==> src/lwpf_pkg.sv <==
// shared types and constants for the lcd window pixel byte formatter
package lwpf_pkg;

    // request opcodes
    localparam logic [1:0] OP_WINDOW = 2'd0;
    localparam logic [1:0] OP_PIXEL  = 2'd1;
    localparam logic [1:0] OP_POINT  = 2'd2;

    // color format codes
    localparam logic [1:0] FMT_444 = 2'd0;
    localparam logic [1:0] FMT_565 = 2'd1;
    localparam logic [1:0] FMT_666 = 2'd2;

    // configuration register indexes
    localparam logic [1:0] REG_COLOR_FORMAT  = 2'd0;
    localparam logic [1:0] REG_COLUMN_OFFSET = 2'd1;
    localparam logic [1:0] REG_ROW_OFFSET    = 2'd2;

    // reset values of the configuration registers
    localparam logic [1:0] COLOR_FORMAT_RST  = FMT_666;
    localparam logic [7:0] COLUMN_OFFSET_RST = 8'd0;
    localparam logic [7:0] ROW_OFFSET_RST    = 8'd20;

    // panel command bytes
    localparam logic [7:0] CMD_CASET = 8'h2A;
    localparam logic [7:0] CMD_RASET = 8'h2B;
    localparam logic [7:0] CMD_RAMWR = 8'h2C;

    // byte slots of one job in send order
    localparam logic [3:0] IDX_CASET = 4'd0;
    localparam logic [3:0] IDX_X0_HI = 4'd1;
    localparam logic [3:0] IDX_X0_LO = 4'd2;
    localparam logic [3:0] IDX_X1_HI = 4'd3;
    localparam logic [3:0] IDX_X1_LO = 4'd4;
    localparam logic [3:0] IDX_RASET = 4'd5;
    localparam logic [3:0] IDX_Y0_HI = 4'd6;
    localparam logic [3:0] IDX_Y0_LO = 4'd7;
    localparam logic [3:0] IDX_Y1_HI = 4'd8;
    localparam logic [3:0] IDX_Y1_LO = 4'd9;
    localparam logic [3:0] IDX_RAMWR = 4'd10;
    localparam logic [3:0] IDX_PIX0  = 4'd11;
    localparam logic [3:0] IDX_PIX1  = 4'd12;
    localparam logic [3:0] IDX_PIX2  = 4'd13;

    // one drawing request
    typedef struct packed {
        logic [1:0] opcode;
        logic [8:0] x_start;
        logic [8:0] y_start;
        logic [8:0] x_end;
        logic [8:0] y_end;
        logic [7:0] red;
        logic [7:0] green;
        logic [7:0] blue;
    } lwpf_in_t;

    // one byte for the serial link
    typedef struct packed {
        logic [7:0] out_byte;
        logic       is_data;
        logic       frame_restart;
        logic       last;
    } lwpf_out_t;

    // classified job handed from front to back
    typedef struct packed {
        logic            has_window;
        logic [9:0]      x0;
        logic [9:0]      x1;
        logic [9:0]      y0;
        logic [9:0]      y1;
        logic [1:0]      npix;
        logic [2:0][7:0] pix;
    } lwpf_job_t;

    // back sequencer states
    typedef enum logic {
        ST_IDLE,
        ST_SEND
    } lwpf_st_t;

endpackage

==> src/lwpf_front.sv <==
// front end: configuration registers, request classification and pixel packing
module lwpf_front import lwpf_pkg::*; (
    input  logic       clk,
    input  logic       rst_n,
    input  logic       cfg_wen,
    input  logic [1:0] cfg_addr,
    input  logic [7:0] cfg_wdata,
    input  logic       push,
    input  lwpf_in_t   in_item,
    input  logic       jobq_full,
    output logic       jobq_push,
    output lwpf_job_t  jobq_data
);

    logic [1:0] color_format_reg;
    logic [7:0] column_offset_reg;
    logic [7:0] row_offset_reg;
    logic       pair_pending_reg;
    logic       pair_pending_next;
    logic [3:0] held_blue_reg;
    logic [3:0] held_blue_next;
    logic       accept;
    logic       job_valid;

    assign accept = push && !jobq_full;

    // configuration writes
    always_ff @(posedge clk or negedge rst_n)
    begin
        if (!rst_n)
        begin
            color_format_reg  <= COLOR_FORMAT_RST;
            column_offset_reg <= COLUMN_OFFSET_RST;
            row_offset_reg    <= ROW_OFFSET_RST;
        end
        else if (cfg_wen)
        begin
            unique case (cfg_addr)
                REG_COLOR_FORMAT:  color_format_reg  <= cfg_wdata[1:0];
                REG_COLUMN_OFFSET: column_offset_reg <= cfg_wdata;
                REG_ROW_OFFSET:    row_offset_reg    <= cfg_wdata;
                default:           ;
            endcase
        end
    end

    // classify the request and pack its pixel bytes
    always_comb
    begin
        lwpf_job_t job;
        logic [1:0] npix;
        logic [2:0][7:0] pix;
        npix = 2'd0;
        pix  = '0;
        pair_pending_next = pair_pending_reg;
        held_blue_next    = held_blue_reg;
        job.has_window = 1'b0;
        job.x0 = {1'b0, in_item.x_start} + {2'b0, column_offset_reg};
        job.y0 = {1'b0, in_item.y_start} + {2'b0, row_offset_reg};
        job.x1 = {1'b0, in_item.x_end} + {2'b0, column_offset_reg};
        job.y1 = {1'b0, in_item.y_end} + {2'b0, row_offset_reg};

        // pixel bytes for point and 565/666 stream requests
        unique case (color_format_reg)
            FMT_444:
            begin
                npix   = 2'd2;
                pix[0] = {in_item.red[7:4], in_item.green[7:4]};
                pix[1] = {in_item.blue[7:4], 4'h0};
            end
            FMT_565:
            begin
                npix   = 2'd2;
                pix[0] = {in_item.red[7:3], in_item.green[7:5]};
                pix[1] = {in_item.green[4:2], in_item.blue[7:3]};
            end
            FMT_666:
            begin
                npix   = 2'd3;
                pix[0] = {in_item.red[7:2], 2'b00};
                pix[1] = {in_item.green[7:2], 2'b00};
                pix[2] = {in_item.blue[7:2], 2'b00};
            end
            default:
            begin
                npix = 2'd0;
            end
        endcase

        unique case (in_item.opcode)
            OP_WINDOW:
            begin
                job.has_window    = 1'b1;
                npix              = 2'd0;
                pair_pending_next = 1'b0;
            end
            OP_POINT:
            begin
                job.has_window    = 1'b1;
                job.x1            = job.x0;
                job.y1            = job.y0;
                pair_pending_next = 1'b0;
            end
            OP_PIXEL:
            begin
                // twelve-bit stream pairs two pixels into three bytes
                if (color_format_reg == FMT_444)
                begin
                    pix = '0;
                    if (!pair_pending_reg)
                    begin
                        npix              = 2'd1;
                        pix[0]            = {in_item.red[7:4], in_item.green[7:4]};
                        held_blue_next    = in_item.blue[7:4];
                        pair_pending_next = 1'b1;
                    end
                    else
                    begin
                        npix              = 2'd2;
                        pix[0]            = {held_blue_reg, in_item.red[7:4]};
                        pix[1]            = {in_item.green[7:4], in_item.blue[7:4]};
                        pair_pending_next = 1'b0;
                    end
                end
            end
            default:
            begin
                npix = 2'd0;
            end
        endcase

        job.npix  = npix;
        job.pix   = pix;
        job_valid = job.has_window || (npix != 2'd0);
        jobq_data = job;
    end

    assign jobq_push = accept && job_valid;

    // pairing state
    always_ff @(posedge clk or negedge rst_n)
    begin
        if (!rst_n)
        begin
            pair_pending_reg <= 1'b0;
            held_blue_reg    <= 4'h0;
        end
        else if (accept)
        begin
            pair_pending_reg <= pair_pending_next;
            held_blue_reg    <= held_blue_next;
        end
    end

endmodule

==> src/lwpf_jobq.sv <==
// small job queue between front end and byte sequencer
module lwpf_jobq import lwpf_pkg::*; #(
    parameter int DEPTH = 2
) (
    input  logic      clk,
    input  logic      rst_n,
    input  logic      push,
    input  lwpf_job_t wr_data,
    input  logic      pop,
    output lwpf_job_t rd_data,
    output logic      full,
    output logic      empty
);

    localparam int PTR_W = (DEPTH > 1) ? $clog2(DEPTH) : 1;
    localparam int CNT_W = $clog2(DEPTH + 1);

    lwpf_job_t        mem [DEPTH];
    logic [PTR_W-1:0] wr_ptr_reg;
    logic [PTR_W-1:0] rd_ptr_reg;
    logic [CNT_W-1:0] count_reg;
    logic             do_push;
    logic             do_pop;

    assign full    = (count_reg == CNT_W'(DEPTH));
    assign empty   = (count_reg == '0);
    assign do_push = push && !full;
    assign do_pop  = pop && !empty;
    assign rd_data = mem[rd_ptr_reg];

    // storage
    always_ff @(posedge clk)
    begin
        if (do_push)
        begin
            mem[wr_ptr_reg] <= wr_data;
        end
    end

    // pointers and fill count
    always_ff @(posedge clk or negedge rst_n)
    begin
        if (!rst_n)
        begin
            wr_ptr_reg <= '0;
            rd_ptr_reg <= '0;
            count_reg  <= '0;
        end
        else
        begin
            if (do_push)
            begin
                wr_ptr_reg <= (wr_ptr_reg == PTR_W'(DEPTH - 1)) ? '0 : wr_ptr_reg + 1'b1;
            end
            if (do_pop)
            begin
                rd_ptr_reg <= (rd_ptr_reg == PTR_W'(DEPTH - 1)) ? '0 : rd_ptr_reg + 1'b1;
            end
            if (do_push && !do_pop)
            begin
                count_reg <= count_reg + 1'b1;
            end
            else if (do_pop && !do_push)
            begin
                count_reg <= count_reg - 1'b1;
            end
        end
    end

endmodule

==> src/lwpf_back.sv <==
// byte sequencer: walks one job byte by byte into the output register
module lwpf_back import lwpf_pkg::*; (
    input  logic      clk,
    input  logic      rst_n,
    input  logic      jobq_empty,
    input  lwpf_job_t jobq_data,
    output logic      jobq_pop,
    input  logic      pop,
    output logic      empty,
    output lwpf_out_t out_item
);

    lwpf_st_t   st_reg;
    lwpf_st_t   st_next;
    logic [3:0] idx_reg;
    lwpf_job_t  job_reg;
    logic       out_valid_reg;
    lwpf_out_t  out_item_reg;
    logic       advance;
    logic       is_last;
    logic [3:0] last_idx;
    lwpf_out_t  cur_byte;

    assign empty    = !out_valid_reg;
    assign out_item = out_item_reg;
    assign last_idx = (job_reg.npix == 2'd0) ? IDX_RAMWR : IDX_RAMWR + {2'b00, job_reg.npix};
    assign is_last  = (idx_reg == last_idx);

    // next state
    always_comb
    begin
        st_next = st_reg;
        unique case (st_reg)
            ST_IDLE: if (!jobq_empty) st_next = ST_SEND;
            ST_SEND: if (advance && is_last) st_next = ST_IDLE;
            default: st_next = ST_IDLE;
        endcase
    end

    // sequencer outputs
    always_comb
    begin
        jobq_pop = 1'b0;
        advance  = 1'b0;
        unique case (st_reg)
            ST_IDLE: jobq_pop = !jobq_empty;
            ST_SEND: advance  = !out_valid_reg || pop;
            default: ;
        endcase
    end

    // byte for the current slot
    always_comb
    begin
        cur_byte.is_data = 1'b1;
        unique case (idx_reg)
            IDX_CASET: begin cur_byte.out_byte = CMD_CASET; cur_byte.is_data = 1'b0; end
            IDX_X0_HI: cur_byte.out_byte = {6'b0, job_reg.x0[9:8]};
            IDX_X0_LO: cur_byte.out_byte = job_reg.x0[7:0];
            IDX_X1_HI: cur_byte.out_byte = {6'b0, job_reg.x1[9:8]};
            IDX_X1_LO: cur_byte.out_byte = job_reg.x1[7:0];
            IDX_RASET: begin cur_byte.out_byte = CMD_RASET; cur_byte.is_data = 1'b0; end
            IDX_Y0_HI: cur_byte.out_byte = {6'b0, job_reg.y0[9:8]};
            IDX_Y0_LO: cur_byte.out_byte = job_reg.y0[7:0];
            IDX_Y1_HI: cur_byte.out_byte = {6'b0, job_reg.y1[9:8]};
            IDX_Y1_LO: cur_byte.out_byte = job_reg.y1[7:0];
            IDX_RAMWR: begin cur_byte.out_byte = CMD_RAMWR; cur_byte.is_data = 1'b0; end
            IDX_PIX0:  cur_byte.out_byte = job_reg.pix[0];
            IDX_PIX1:  cur_byte.out_byte = job_reg.pix[1];
            IDX_PIX2:  cur_byte.out_byte = job_reg.pix[2];
            default:   cur_byte.out_byte = 8'h00;
        endcase
        cur_byte.frame_restart = !cur_byte.is_data;
        cur_byte.last          = is_last;
    end

    // state, slot counter and output valid
    always_ff @(posedge clk or negedge rst_n)
    begin
        if (!rst_n)
        begin
            st_reg        <= ST_IDLE;
            idx_reg       <= IDX_CASET;
            out_valid_reg <= 1'b0;
        end
        else
        begin
            st_reg <= st_next;
            if (jobq_pop)
            begin
                idx_reg <= jobq_data.has_window ? IDX_CASET : IDX_PIX0;
            end
            else if (advance)
            begin
                idx_reg <= idx_reg + 1'b1;
            end
            if (advance)
            begin
                out_valid_reg <= 1'b1;
            end
            else if (pop)
            begin
                out_valid_reg <= 1'b0;
            end
        end
    end

    // job and output payload
    always_ff @(posedge clk)
    begin
        if (jobq_pop)
        begin
            job_reg <= jobq_data;
        end
        if (advance)
        begin
            out_item_reg <= cur_byte;
        end
    end

endmodule

==> src/lcd_window_pixel_byte_formatter.sv <==
// top level of the lcd window pixel byte formatter
// Turns drawing requests into panel bytes, at most one byte per clock on the result side. A
// window request gives 11 bytes, a point request 11 to 14, a pixel request 0 to 3. The front end
// takes one request per cycle while the job queue (JOBQ_DEPTH entries) has room; the byte
// sequencer emits one byte per cycle while its output register is free or popped, and loads
// each job while idle, taking no new job until the current one is sent. A single output
// register holds a result; within a job the next byte loads in the same cycle it is popped.
module lcd_window_pixel_byte_formatter import lwpf_pkg::*; #(
    parameter int JOBQ_DEPTH = 2
) (
    input  logic       clk,
    input  logic       rst_n,
    input  logic       cfg_wen,
    input  logic [1:0] cfg_addr,
    input  logic [7:0] cfg_wdata,
    input  logic       push,
    output logic       full,
    input  lwpf_in_t   in_item,
    output logic       empty,
    input  logic       pop,
    output lwpf_out_t  out_item
);

    logic      jobq_push;
    logic      jobq_pop;
    logic      jobq_full;
    logic      jobq_empty;
    lwpf_job_t jobq_wr_data;
    lwpf_job_t jobq_rd_data;

    assign full = jobq_full;

    // request classification
    lwpf_front u_front (
        .clk       (clk),
        .rst_n     (rst_n),
        .cfg_wen   (cfg_wen),
        .cfg_addr  (cfg_addr),
        .cfg_wdata (cfg_wdata),
        .push      (push),
        .in_item   (in_item),
        .jobq_full (jobq_full),
        .jobq_push (jobq_push),
        .jobq_data (jobq_wr_data)
    );

    // job queue
    lwpf_jobq #(
        .DEPTH (JOBQ_DEPTH)
    ) u_jobq (
        .clk     (clk),
        .rst_n   (rst_n),
        .push    (jobq_push),
        .wr_data (jobq_wr_data),
        .pop     (jobq_pop),
        .rd_data (jobq_rd_data),
        .full    (jobq_full),
        .empty   (jobq_empty)
    );

    // byte sequencer
    lwpf_back u_back (
        .clk        (clk),
        .rst_n      (rst_n),
        .jobq_empty (jobq_empty),
        .jobq_data  (jobq_rd_data),
        .jobq_pop   (jobq_pop),
        .pop        (pop),
        .empty      (empty),
        .out_item   (out_item)
    );

    // chip select restart goes with every command byte and no data byte
    a_restart_on_cmd: assert property (@(posedge clk) disable iff (!rst_n)
        !empty |-> (out_item.frame_restart == !out_item.is_data))
        else $error("frame_restart does not match command/data marking");

    // only the three window commands are ever sent as commands
    a_cmd_codes: assert property (@(posedge clk) disable iff (!rst_n)
        (!empty && !out_item.is_data) |->
            (out_item.out_byte == CMD_CASET || out_item.out_byte == CMD_RASET ||
             out_item.out_byte == CMD_RAMWR))
        else $error("unexpected command byte");

    // the queue never hands the sequencer a job without bytes
    a_job_nonempty: assert property (@(posedge clk) disable iff (!rst_n)
        jobq_pop |-> (jobq_rd_data.has_window || jobq_rd_data.npix != 2'd0))
        else $error("empty job reached the byte sequencer");

endmodule
==> config.mk <==
export PLATFORM = sky130hd
export DESIGN_NAME = lcd_window_pixel_byte_formatter
export DESIGN_NICKNAME = d
export VERILOG_FILES = /design/src/lwpf_pkg.sv /design/src/lwpf_front.sv /design/src/lwpf_jobq.sv /design/src/lwpf_back.sv /design/src/lcd_window_pixel_byte_formatter.sv
export SDC_FILE = /design/constraint.sdc
export NUM_CORES = 1
export LEC_CHECK = 0
export BUFFER_PORTS_ARGS = -buffer_cell sky130_fd_sc_hd__buf_2
export CELL_PAD_IN_SITES_DETAIL_PLACEMENT = 0
export CELL_PAD_IN_SITES_GLOBAL_PLACEMENT = 1
export CORE_ASPECT_RATIO = 0.75
export CORE_MARGIN = 2
export CORE_UTILIZATION = 40
export DETAILED_ROUTE_END_ITERATION = 10
export PLACE_DENSITY_LB_ADDON = 0.12
export SLEW_MARGIN = 25
export SYNTH_ARGS = -nofsm -noshare
export SYNTH_HDL_FRONTEND = slang
export SYNTH_SLANG_ARGS = --single-unit
==> constraint.sdc <==
create_clock -name clk -period 6.1 [get_ports clk]
set_clock_uncertainty 0.1 [all_clocks]
set_input_delay 0 -clock clk [delete_from_list [all_inputs] [get_ports clk]]
set_output_delay 0 -clock clk [all_outputs]
set_load 0.01 [all_outputs]
Yosys cells after proc, flatten, opt, wreduce, memory -nomap -nowiden
Memory sizes are Yosys's and may differ from the RTL's. Cells that the tools add are included.

Memories kept: 1. Register bits after elaboration: 110. Output and inout port bits: 13. Bits in writable memories: 134. Logic and storage cells: 126.

Memories: u_jobq.mem (depth 2, bits a word 67, rd ports 1, clocked after Yosys merged registers in 0, wr ports 1, RTL line lwpf_jobq.sv:18) `lwpf_job_t mem [DEPTH];`.

Reductions and logical operators: 33. Equality and inequality tests: 22. Bitwise gates (word level): 2. Multiplexer cells: 35. Add/sub/neg operators: 10.

Operators by type and width (number): $pmux W8 S14 (1); $mux W24 (2); $pmux W16 S3 (1); $add A9 B8 Y10 (4); $eq A4 B4 Y1 const B (6); $mux W8 (3); $mux W10 (2); $eq A4 B3 Y1 const B (4); $mux W4 (4); $mux W1 (14); $logic_not A2 Y1 (5); $reduce_bool A2 Y1 (5); $eq A2 B2 Y1 const B (4); $eq A4 B2 Y1 const B (2); $mux W2 (4); $pmux W2 S2 (2); $logic_and A1 B1 Y1 (7); $eq A2 B1 Y1 const B (3); $reduce_and A2 Y1 (3); $logic_not A1 Y1 (5); $add A4 B1 Y4 const B (1); $add A4 B2 Y4 const A (1); $eq A4 B1 Y1 const B (1); $eq A4 B4 Y1 (1); 12 further kinds (17).

Depth between registers and ports, before layout
Gate-level depths: netlist (run 1).

Depth after elaboration: 13. Gate-level depth with buffers: 10.

Hierarchy
From an unflattened synthesis (run 1), not the netlist that was laid out.

Cells, all modules: 810. Area, all modules: 11449.7 sq um.

Modules (own cells, without submodules): lwpf_jobq (area each 5122.4 sq um, cells an instance 228, instances 1, seq. area each 4124.0 sq um); lwpf_back (area each 3309.4 sq um, cells an instance 205, instances 1, seq. area each 2462.4 sq um); lwpf_front (area each 3017.9 sq um, cells an instance 377, instances 1, seq. area each 579.3 sq um).

Worst setup path before layout (run 1)
No wires, ideal clock.

Path type: reg-to-reg. Start: register u_front.color_format_reg[1]. End: memory u_jobq.mem[0][0] (netlist name), enable pin. Path buffers: 1. Cell stages (with the launch flop): 7. Arrival time: 4.222 ns. Setup slack: 1.282 ns. Library setup time: 0.496 ns. Path through: dfstp_2 > buf_2 > o21ai_0 > a21oi_1 > nor2_1 > a21oi_1 > nor2b_1.

RTL lines: start: declaration (RTL line lwpf_front.sv:15) `logic [1:0] color_format_reg;`; start signal: assignment (RTL line lwpf_front.sv:39) `REG_COLOR_FORMAT: color_format_reg <= cfg_wdata[1:0];`; end: declaration (RTL line lwpf_jobq.sv:18).

==> results of run 1 <==
worst max path at each step:
stage	to	slack (ns)	cells past startpoint
after floorplan	u_jobq.mem[0][0]$_DFFE_PP_	1.28	6
after global placement	u_jobq.mem[0][64]$_DFFE_PP_	2.54	6
after detailed placement	u_jobq.mem[0][65]$_DFFE_PP_	2.44	6
after CTS	u_jobq.mem[0][63]$_DFFE_PP_	2.41	6
after global routing	u_jobq.mem[0][63]$_DFFE_PP_	2.17	6
final	u_jobq.mem[0][63]$_DFFE_PP_	2.48	6
layer usage:
layer	up-vias	GRT usage, %
met4	0	2.939
met2	148	27.38
met3	25	2.373
met1	3399	26.21
li1	3243	-
met5	-	0
cell usage in the layout, fill, tap and decap left out, types with 10 or more instances in the layout:
cell	netlist	layout
sky130_fd_sc_hd__nor3b_1	11	11
sky130_fd_sc_hd__xnor2_1	15	15
sky130_fd_sc_hd__a22oi_1	13	13
sky130_fd_sc_hd__ha_1	40	40
sky130_fd_sc_hd__and2_1	12	11
sky130_fd_sc_hd__a21oi_1	54	54
sky130_fd_sc_hd__edfxtp_1	205	205
sky130_fd_sc_hd__clkbuf_16	0	25
sky130_fd_sc_hd__dlygate4sd3_1	0	53
sky130_fd_sc_hd__xor2_1	19	19
sky130_fd_sc_hd__nand2_1	46	46
sky130_fd_sc_hd__nand3_1	13	13
sky130_fd_sc_hd__buf_2	4	83
sky130_fd_sc_hd__buf_4	0	10
sky130_fd_sc_hd__o21ai_0	39	39
sky130_fd_sc_hd__inv_1	14	13
sky130_fd_sc_hd__dfrtp_1	30	29
sky130_fd_sc_hd__mux2_2	94	94
sky130_fd_sc_hd__nor2_1	30	30
sky130_fd_sc_hd__a21o_1	16	16
logic make-up (layout without fill, tap and decap cells):
kind of cell    count (synthesis)  count (layout)  share of synthesized area (%)
compound gates                168             168                          9.769
xor+xnor                       34              34                          2.710
fa+ha+maj                      44              44                          5.283
buf+inv                        52             201                          1.822
flops                         238             238                          63.57
mux                            99              99                          10.20
simple gates                  148             148                          6.649
layout make-up:
type,instances,area (um^2)
sequential,238,6987
timing repair buffer,146,1021
multi-input combinational,493,3812
clock inverter,8,66.31
inverter,14,52.55
clock buffer,33,655.6
tap,351,439.2
fill,2411,13970
worst max-delay path, cell delays in order, from the launching register on:
cell	delay [ns]
sky130_fd_sc_hd__dfstp_2	0.84
sky130_fd_sc_hd__o21ai_0	0.18
sky130_fd_sc_hd__a21oi_1	0.26
sky130_fd_sc_hd__nor2_1	0.08
sky130_fd_sc_hd__a21oi_1	0.31
sky130_fd_sc_hd__nor2b_4	0.83
sky130_fd_sc_hd__buf_4	0.60
stage by stage:
step,instances,area (um^2)
6_report,1283,13030
5_1_grt,1283,13030
4_1_cts,1283,13030
3_5_place_dp,1189,11780
3_3_place_gp,1189,11780
2_1_floorplan,783,10990
where the power goes:
group / internal [W] / switching (W) / leakage [nW]
logic: 0.000693 / 0.000968 / 2.20
registers: 0.00228 / 0.000183 / 2.27
clock network: 0.000791 / 0.000576 / 0.355
repair_timing:
item	4_1_cts	5_1_grt
setup endpoints to repair	0	0
endpoints found under the hold margin	148	0
hold buffers	53	0
gates resized for setup	0	0
==> results.txt, run 1 <==
----------------------------------------------------
[Status]
  Result of the run ... finished, final reports clean

[Routing]
  Vias after detailed routing ... 6815
  DRC violation total after the first TritonRoute iteration ... 442
  Met3 wirelength from detailed routing ... 1160 um
  Post-route ant nets ... 0
  Wirelength, routed ... 24850 um
  Routed length per placed instance ... 19.37 um
  Drt via density ... 5.312
  Uppermost layer routed ... met4
  Detailed-routing wirelength on met1 ... 12250 um
  Routed length on met2 ... 11110 um
  Pre-Repair DR Iteration Count ... 5
  DRC violation count after routing ... 0

[Place]
  Post-detailed-placement half-perimeter wirelength ... 17190 um
  Final weighted congestion in routability-driven placement ... 0.8312
  Worst-case setup slack after placement ... 2.440 ns
  Number of buffers added on ports ... 83

[Floorplanning]
  Starting utilization of the core area ... 40.70%
  Floorplan core area ... 0.02700 mm^2
  DIE AREA ... 0.02883 mm^2
  Vert. Die Dim ... 147.5 um
  Placement Rows ... 52
  Die outline width ... 195.4 um
  Number of placed I/O pins ... 90

[Cells and area]
  Share of final-layout standard cells stronger than drive strength 1 ... 24.68%
  Syn-to-layout area delta ... 18.60%
  Final cell utilization of the core ... 48.27%
  Net total in the final layout ... 1038
  Max reg flops ... 130
  Number of antenna diodes ... 0

[STA]
  Number of endpoints failing setup at the final stage ... 0
  Post-route minimum period ... 3.616 ns
  Final worst setup slack ... 2.484 ns
  Final slew viol count ... 0
  Final hold slack ... 0.005575 ns
  Measured slew at the worst slew-check pin ... 0.9987 ns
  Peak clock frequency supported by timing ... 276.6 MHz
  Headroom to the max-slew limit ... 33.42%
  Part of the cycle the worst path needs ... 59.28%
  Final count of hold timing violations ... 0
  Unrepaired setup endpoints after global routing ... false
  Post-Route Setup TNS ... 0 ns

[Synth]
  Share of Yosys cell area claimed by the top area cell type ... 56.02%
  Synth Register Bits ... 238
  Number of distinct standard cells referenced by the synthesized netlist ... 52
  Most frequently used flop master after synthesis ... sky130_fd_sc_hd__edfxtp_1
  Most area-consuming cells after synthesis ... sky130_fd_sc_hd__edfxtp_1, sky130_fd_sc_hd__mux2_2, sky130_fd_sc_hd__dfrtp_1
  Cell area after technology mapping ... 0.01099 mm^2
  Most instantiated cells after synthesis ... sky130_fd_sc_hd__edfxtp_1, sky130_fd_sc_hd__mux2_2, sky130_fd_sc_hd__a21oi_1
  Number of warnings printed during yosys synthesis ... 0
  Sequential cell area fraction in the yosys report ... 63.57%
  Total nets after synthesis ... 904
  Post-Syn Area per Cell ... 14.03 um^2
  Cell count after synthesis ... 783
  Ys async rst share ... 13.87%
  Top cell type by total area after synthesis ... sky130_fd_sc_hd__edfxtp_1
  Post-synth EDFFs ... 205
  Most frequently used cell type in the post-synthesis netlist ... sky130_fd_sc_hd__edfxtp_1

[Clocking]
  Maximum count of clock buffers along a single path ... 3
  Post-CTS setup repair buffer count ... 0
  Number of buffers added by the clock tree synthesis step ... 24
  Maximum level of the CTS H-tree ... 1
  Clock tree from TritonCTS ... built
  Insertion delay of the later-clocked pin in the worst-skew pair ... 0.51 ns
  CTS clk-pin slew, worst paths ... 0.06 ns
  CTS sink cnt ... 238
  Clock tree root buffer cell ... sky130_fd_sc_hd__clkbuf_16

[Power]
  Leakage ... 4.831 nW
  Pwr Density ... 421.3 mW/mm^2
  Tot Pwr ... 0.005491 W
  Peak supply drop ... 193.9 uV

[Worst setup path]
  Worst Path Max Fanout ... 37
  Worst setup EP type ... flip-flop
  Worst Path Required ... 6.14 ns
  Crit path from ... u_front.color_format_reg[1]$_DFFE_PN1P_
  R2R depth ... 6
  Worst EP arrival ... 3.66 ns
  Internal reg-to-reg setup slack ... 2.48 ns
  Kind of start point of the critical path ... flip-flop
  Crit Path Category ... reg2reg
  Capture point of the worst reg-to-reg path ... u_jobq.mem[0][63]$_DFFE_PP_
  Reg2reg start ... u_front.color_format_reg[1]$_DFFE_PN1P_

[GRT]
  Vias in the first global route ... 6899
  Antenna violations before repair ... 1
  Largest net degree at the start of global routing ... 66
  Global-route total usage across every layer ... 17.41%
  Wire length of the first global-routing pass ... 38740 um
  Global route total overflow ... 0

[Hold path]
  Origin of the worst min-delay path ... in_item[45]
  Tightest Hold Check Type ... in2reg
  Min-Delay Path Depth ... 3
  Worst Hold Path EP ... u_jobq.mem[0][39]$_DFFE_PP_

[Flow run]
  Maxcap violations ... 0

----------------------------------------------------
No activity file was read; power rests on OpenSTA's default activity.
==> run 2, diff against run 1 <==
- clock period: 6.1 -> 3.5 ns (I/O delays scaled with it)
==> run 2 against run 1 <==
Net effect: die area is the same; sequential power grew 76%; sequential cell count is the same; setup slack lost 1.6 ns; clock-buffer cell count shrank 4; largest cell class unchanged; largest power group unchanged; highest routed layer unchanged.
==> results.txt, run 2 (synthesis results as in run 1) <==
----------------------------------------------------
[Status]
  Result of the run ... finished, final reports clean

[Clocking]
  Insertion delay of the later-clocked pin in the worst-skew pair ... 0.52 ns (about the same)
  Total of cells resized after clock tree synthesis ... 0 (unchanged)
  CTS clk-pin slew, worst paths ... 0.06 ns (about the same)
  Hold buffers post-CTS ... 56 (+5.7%)
  Post-CTS setup repair buffer count ... 0 (unchanged)
  Number of buffers added by the clock tree synthesis step ... 25 (+4.2%)
  Maximum level of the CTS H-tree ... 1 (unchanged)
  Clock tree root buffer cell ... sky130_fd_sc_hd__clkbuf_16
  CTS sink cnt ... 238 (unchanged)
  Maximum count of clock buffers along a single path ... 3 (unchanged)
  Clock tree from TritonCTS ... built

[Cells and area]
  Number of antenna diodes ... 0 (unchanged)
  Final std cell area, no fill ... 0.01315 mm^2 (+0.92%)
  Commonest cells after routing, fill and taps aside ... sky130_fd_sc_hd__edfxtp_1, sky130_fd_sc_hd__mux2_2, sky130_fd_sc_hd__buf_2, sky130_fd_sc_hd__dlygate4sd3_1, sky130_fd_sc_hd__a21oi_1
  Share of final-layout standard cells stronger than drive strength 1 ... 25.21% (+0.53 points)
  Most common cell after layout, fill and taps aside ... sky130_fd_sc_hd__edfxtp_1
  Final cell utilization of the core ... 48.72% (+0.44 points)
  Max reg flops ... 130 (unchanged)
  Syn-to-layout area delta ... 19.70%
  Net total in the final layout ... 1045 (+0.67%)

[STA]
  Unrepaired setup endpoints after global routing ... false
  Number of endpoints failing setup at the final stage ... 0 (unchanged)
  Peak clock frequency supported by timing ... 378.4 MHz (+37%)
  Final slew viol count ... 0 (unchanged)
  Final hold slack ... 0.01795 ns (+0.01238 ns)
  Post-route minimum period ... 2.643 ns (-0.9732 ns)
  Final count of hold timing violations ... 0 (unchanged)
  Headroom to the max-slew limit ... 40.53% (+7.1 points)
  Post-Route Setup TNS ... 0 ns (unchanged)
  Measured slew at the worst slew-check pin ... 0.8921 ns (-0.1066 ns)
  Part of the cycle the worst path needs ... 75.51% (+16 points)

[GRT]
  Global route total overflow ... 0 (unchanged)
  Global-route total usage across every layer ... 17.32% (-0.087 points)
  Antenna violations before repair ... 0 (-1)
  Largest net degree at the start of global routing ... 66 (unchanged)
  Vias in the first global route ... 6913 (+0.20%)
  Wire length of the first global-routing pass ... 38640 um (-0.25%)

[Floorplanning]
  DIE AREA ... 0.02883 mm^2 (unchanged)
  Floorplan core area ... 0.02700 mm^2 (unchanged)
  Number of placed I/O pins ... 90 (unchanged)
  Vert. Die Dim ... 147.5 um (unchanged)
  Placement Rows ... 52 (unchanged)
  Die outline width ... 195.4 um (unchanged)
  Starting utilization of the core area ... 40.70% (unchanged)

[Routing]
  Routed length on met2 ... 10560 um (-5.0%)
  Pre-Repair DR Iteration Count ... 5 (unchanged)
  Routed length per placed instance ... 18.83 um (-2.8%)
  Post-route ant nets ... 0 (unchanged)
  Drt via density ... 5.267 (-0.84%)
  DRC violation total after the first TritonRoute iteration ... 455 (+2.9%)
  Met3 wirelength from detailed routing ... 1222 um (+5.3%)
  DRC violation count after routing ... 0 (unchanged)
  Vias after detailed routing ... 6800 (-0.22%)
  Detailed-routing wirelength on met1 ... 12050 um (-1.7%)
  Uppermost layer routed ... met4
  Wirelength, routed ... 24310 um (-2.2%)

[Power]
  Leakage ... 4.886 nW (+1.1%)
  Pwr Density ... 733.6 mW/mm^2 (+74%)
  Tot Pwr ... 0.009650 W (+76%)
  Peak supply drop ... 419.7 uV (+120%)

[Place]
  Placed standard-cell area ... 0.01184 mm^2 (+0.51%)
  Post-detailed-placement half-perimeter wirelength ... 17150 um (-0.27%)
  Final weighted congestion in routability-driven placement ... 0.8269 (-0.52%)
  Number of buffers added on ports ... 83 (unchanged)

[Flow run]
  Maxcap violations ... 0 (unchanged)

[Hold path]
  Tightest Hold Check Type ... in2reg

[Worst setup path]
  Worst setup EP type ... flip-flop
  Kind of start point of the critical path ... flip-flop
  Crit Path Category ... reg2reg
  Worst Path Max Fanout ... 3 (-92%)
  Worst Path Required ... 3.66 ns (-2.48 ns)
  Worst EP arrival ... 2.81 ns (-0.85 ns)

----------------------------------------------------
[run 2: changes by cell type in the layout (fill, tap and decap cells not counted), moves of 3 or more]
cell                            delta
sky130_fd_sc_hd__buf_12            +3
sky130_fd_sc_hd__clkbuf_1          -5
sky130_fd_sc_hd__clkinv_1          +3
sky130_fd_sc_hd__dlygate4sd3_1     +3
[run 2: worst paths after layout]
check | end | cells after the start | slack [ns] | start
setup / recovery | u_jobq.mem[1][34]$_DFFE_PP_ | 7 | 0.86 | u_front.row_offset_reg[0]$_DFFE_PN0P_
hold / removal | u_jobq.mem[0][42]$_DFFE_PP_ | 3 | 0.02 | in_item[48]
setup reg to reg | u_jobq.mem[1][34]$_DFFE_PP_ | 7 | 0.86 | u_front.row_offset_reg[0]$_DFFE_PN0P_
hold reg to reg | u_front.held_blue_reg[3]$_DFFE_PN0P_ | 1 | 0.40 | u_front.held_blue_reg[3]$_DFFE_PN0P_
max in group asynchronous | u_jobq.rd_ptr_reg$_DFFE_PN0P_ | 2 | 2.65 | rst_n
min in group asynchronous | u_front.held_blue_reg[2]$_DFFE_PN0P_ | 2 | 0.03 | rst_n
[run 2: cell type report]
cell class | count | area, um^2
Fill cell | 2361 | 13850
Timing Repair Buffer | 152 | 1111
Tap cell | 351 | 439.2
Sequential cell | 238 | 6987
Multi-Input combinational cell | 493 | 3812
Clock buffer | 29 | 650.6
Clock inverter | 14 | 101.3
Inverter | 14 | 52.55
[run 2: critical path: stages, from the launching register on]
cell and delay, ns:
sky130_fd_sc_hd__dfrtp_1 0.39, sky130_fd_sc_hd__ha_1 0.23, sky130_fd_sc_hd__fa_1 0.44, sky130_fd_sc_hd__a21o_1 0.20
sky130_fd_sc_hd__a221oi_1 0.38, sky130_fd_sc_hd__a21oi_1 0.17, sky130_fd_sc_hd__xor2_1 0.19, sky130_fd_sc_hd__mux2_2 0.29
[run 2: metal layers]
| metal | vias up | global-route usage (%) |
|---|---|---|
| li1 | 3253 | - |
| met2 | 164 | 26.34 |
| met3 | 35 | 2.578 |
| met4 | 0 | 3.740 |
| met5 | - | 0 |
| met1 | 3348 | 26.35 |
[run 2: report_power, final]
| group | switching (W) | total, W | internal [W] |
|---|---|---|---|
| sequential | 0.000368 | 0.00434 | 0.00397 |
| clock | 0.00106 | 0.00246 | 0.00140 |
| combinational | 0.00160 | 0.00286 | 0.00126 |
| total | 0.00302 | 0.00965 | 0.00663 |
[run 2: stage by stage]
| stage | setup slack [ns] | std cells |
|---|---|---|
| floorplan | 0.09058 | 783 |
| global placement | 0.8779 | 1192 |
| detailed placement | 0.8431 | 1192 |
| CTS | 0.8249 | 1291 |
| global route | 0.6623 | 1291 |
| finish | 0.8573 | 1291 |
==> run 3, diff against run 2 <==
- clock period: 3.5 -> 2.1 ns (I/O delays scaled with it)
==> run 3 against run 2 <==
Net effect: the run now ends with negative hold slack, negative setup slack left; clock-buffer cell count down 2; via count up 5.8%; fmax up 5.1%; core utilization up 5.0 points; global-route usage up 0.92 points.
==> results.txt, run 3 (synthesis results as in run 1) <==
----------------------------------------------------
[Floorplanning]
  Placement Rows ... 52 (unchanged)
  Floorplan core area ... 0.02700 mm^2 (unchanged)
  Die outline width ... 195.4 um (unchanged)
  Number of placed I/O pins ... 90 (unchanged)
  Starting utilization of the core area ... 40.70% (unchanged)
  DIE AREA ... 0.02883 mm^2 (unchanged)
  Vert. Die Dim ... 147.5 um (unchanged)

[Routing]
  Pre-Repair DR Iteration Count ... 5 (unchanged)
  DRC violation total after the first TritonRoute iteration ... 544 (+20%)
  Met3 wirelength from detailed routing ... 1260 um (+3.1%)
  Uppermost layer routed ... met4
  Post-route ant nets ... 0 (unchanged)
  Detailed-routing wirelength on met1 ... 13290 um (+10%)
  Routed length on met2 ... 11770 um (+11%)
  Vias after detailed routing ... 7194 (+5.8%)
  Wirelength, routed ... 26720 um (+10%)
  DRC violation count after routing ... 0 (unchanged)
  Drt via density ... 5.217 (-0.96%)
  Routed length per placed instance ... 19.38 um (+2.9%)

[Flow run]
  Maxcap violations ... 0 (unchanged)

[Worst setup path]
  Worst Path Max Fanout ... 2 (-1)
  Worst setup EP type ... flip-flop
  Kind of start point of the critical path ... flip-flop
  Capture point of the worst reg-to-reg path ... u_jobq.mem[1][54]$_DFFE_PP_
  Crit Path Category ... reg2reg
  R2R depth ... 7 (unchanged)
  Internal reg-to-reg setup slack ... -0.41 ns (-1.27 ns)
  Worst Path Required ... 2.26 ns (-1.40 ns)
  Reg2reg start ... u_front.column_offset_reg[0]$_DFFE_PN0P_
  Worst EP arrival ... 2.67 ns (-0.14 ns)

[Place]
  Worst-case setup slack after placement ... -0.3983 ns (-1.241 ns)
  Number of buffers added on ports ... 83 (unchanged)
  Post-detailed-placement half-perimeter wirelength ... 18070 um (+5.4%)
  Final weighted congestion in routability-driven placement ... 0.8163 (-1.3%)

[STA]
  Measured slew at the worst slew-check pin ... 0.9797 ns (+0.08765 ns)
  Post-route minimum period ... 2.514 ns (-0.1290 ns)
  Post-Route Setup TNS ... -4.265 ns (-4.265 ns)
  Part of the cycle the worst path needs ... 119.7% (+44 points)
  Number of endpoints failing setup at the final stage ... 26 (+26)
  Headroom to the max-slew limit ... 34.69% (-5.8 points)
  Unrepaired setup endpoints after global routing ... true
  Final count of hold timing violations ... 2 (+2)
  Peak clock frequency supported by timing ... 397.8 MHz (+5.1%)
  Final hold slack ... -0.003987 ns (-0.02194 ns)
  Final worst setup slack ... -0.4137 ns (-1.271 ns)
  Final slew viol count ... 0 (unchanged)

[Clocking]
  CTS sink cnt ... 238 (unchanged)
  Number of buffers added by the clock tree synthesis step ... 25 (unchanged)
  Insertion delay of the later-clocked pin in the worst-skew pair ... 0.51 ns (about the same)
  Maximum count of clock buffers along a single path ... 3 (unchanged)
  Clock tree from TritonCTS ... built
  CTS clk-pin slew, worst paths ... 0.06 ns (about the same)
  Maximum level of the CTS H-tree ... 1 (unchanged)
  Clock tree root buffer cell ... sky130_fd_sc_hd__clkbuf_16

[Cells and area]
  Most common cell after layout, fill and taps aside ... sky130_fd_sc_hd__edfxtp_1
  Number of antenna diodes ... 0 (unchanged)
  Final cell utilization of the core ... 53.67% (+5.0 points)
  Commonest cells after routing, fill and taps aside ... sky130_fd_sc_hd__edfxtp_1, sky130_fd_sc_hd__mux2_2, sky130_fd_sc_hd__buf_2, sky130_fd_sc_hd__buf_4, sky130_fd_sc_hd__dlygate4sd3_1
  Net total in the final layout ... 1132 (+8.3%)
  Max reg flops ... 130 (unchanged)
  Syn-to-layout area delta ... 31.87%
  Share of final-layout standard cells stronger than drive strength 1 ... 38.42% (+13 points)

[Power]
  Tot Pwr ... 0.01778 W (+84%)
  Pwr Density ... 1227 mW/mm^2 (+67%)
  Leakage ... 5.480 nW (+12%)
  Peak supply drop ... 706.0 uV (+68%)

[GRT]
  Global route total overflow ... 0 (unchanged)
  Largest net degree at the start of global routing ... 66 (unchanged)
  Global-route total usage across every layer ... 18.24% (+0.92 points)
  Antenna violations before repair ... 0 (unchanged)
  Vias in the first global route ... 7259 (+5.0%)
  Wire length of the first global-routing pass ... 40740 um (+5.4%)

[Hold path]
  Tightest Hold Check Type ... in2reg
  Worst Hold Path EP ... u_jobq.mem[1][50]$_DFFE_PP_
  Min-Delay Path Depth ... 4 (+1)
  Origin of the worst min-delay path ... in_item[37]

[Status]
  Result of the run ... complete, but fails checks
  Failing checks ... negative hold slack, negative setup slack

----------------------------------------------------
==> run 3: final cells by class <==
class / instances / area, um^2
Clock inverter: 17 / 171.4
Clock buffer: 27 / 643.1
Tap cell: 351 / 439.2
Sequential cell: 238 / 6989
Timing Repair Buffer: 239 / 1953
Multi-Input combinational cell: 493 / 4239
Inverter: 14 / 56.30
Fill cell: 2234 / 12510
==> run 3: how the worst max path moves through the flow <==
stage	from	slack, ns	depth (start not counted)	to
6_report	u_front.column_offset_reg[0]$_DFFE_PN0P_	-0.41	7	u_jobq.mem[1][54]$_DFFE_PP_
2_1_floorplan	u_front.color_format_reg[1]$_DFFE_PN1P_	-0.59	6	u_jobq.mem[0][0]$_DFFE_PP_
3_3_place_gp	u_front.column_offset_reg[0]$_DFFE_PN0P_	-0.31	7	u_jobq.mem[0][54]$_DFFE_PP_
4_1_cts	u_front.column_offset_reg[0]$_DFFE_PN0P_	-0.39	7	u_jobq.mem[0][54]$_DFFE_PP_
5_1_grt	u_front.column_offset_reg[0]$_DFFE_PN0P_	-0.48	7	u_jobq.mem[1][54]$_DFFE_PP_
3_5_place_dp	u_front.column_offset_reg[0]$_DFFE_PN0P_	-0.40	7	u_jobq.mem[1][54]$_DFFE_PP_
==> run 3: metrics by stage <==
stage | instances | area [um^2]
after floorplan | 783 | 11040
after global placement | 1263 | 12450
after detailed placement | 1263 | 12450
after CTS | 1361 | 14030
after global routing | 1379 | 14490
final | 1379 | 14490
==> run 3: per-layer routing <==
metal | vias to the layer above | global-route usage [%]
met5 | - | 0
met3 | 25 | 2.487
met1 | 3561 | 27.79
met4 | 0 | 4.160
li1 | 3441 | -
met2 | 167 | 27.80
==> run 3: power by group <==
part           switching (W)  internal (W)  leakage [nW]
logic                0.00325       0.00308          2.81
clock network        0.00180       0.00259         0.395
registers           0.000434       0.00662          2.27
==> run 3: timing repair <==
action	4_1_cts	5_1_grt
cloned	0	7
endpoints found under the hold margin	139	0
endpoints found under the setup margin	42	151
pin swaps	19	30
buffers inserted	9	15
resized for setup	45	49
hold buffers	49	0
==> run 3: worst max-delay path, stage by stage (launching register included) <==
cell,delay [ns]
sky130_fd_sc_hd__dfrtp_1,0.40
sky130_fd_sc_hd__ha_4,0.17
sky130_fd_sc_hd__fa_2,0.35
sky130_fd_sc_hd__a21o_1,0.23
sky130_fd_sc_hd__a221o_1,0.35
sky130_fd_sc_hd__o31ai_2,0.26
sky130_fd_sc_hd__xnor2_1,0.14
sky130_fd_sc_hd__o221a_1,0.26
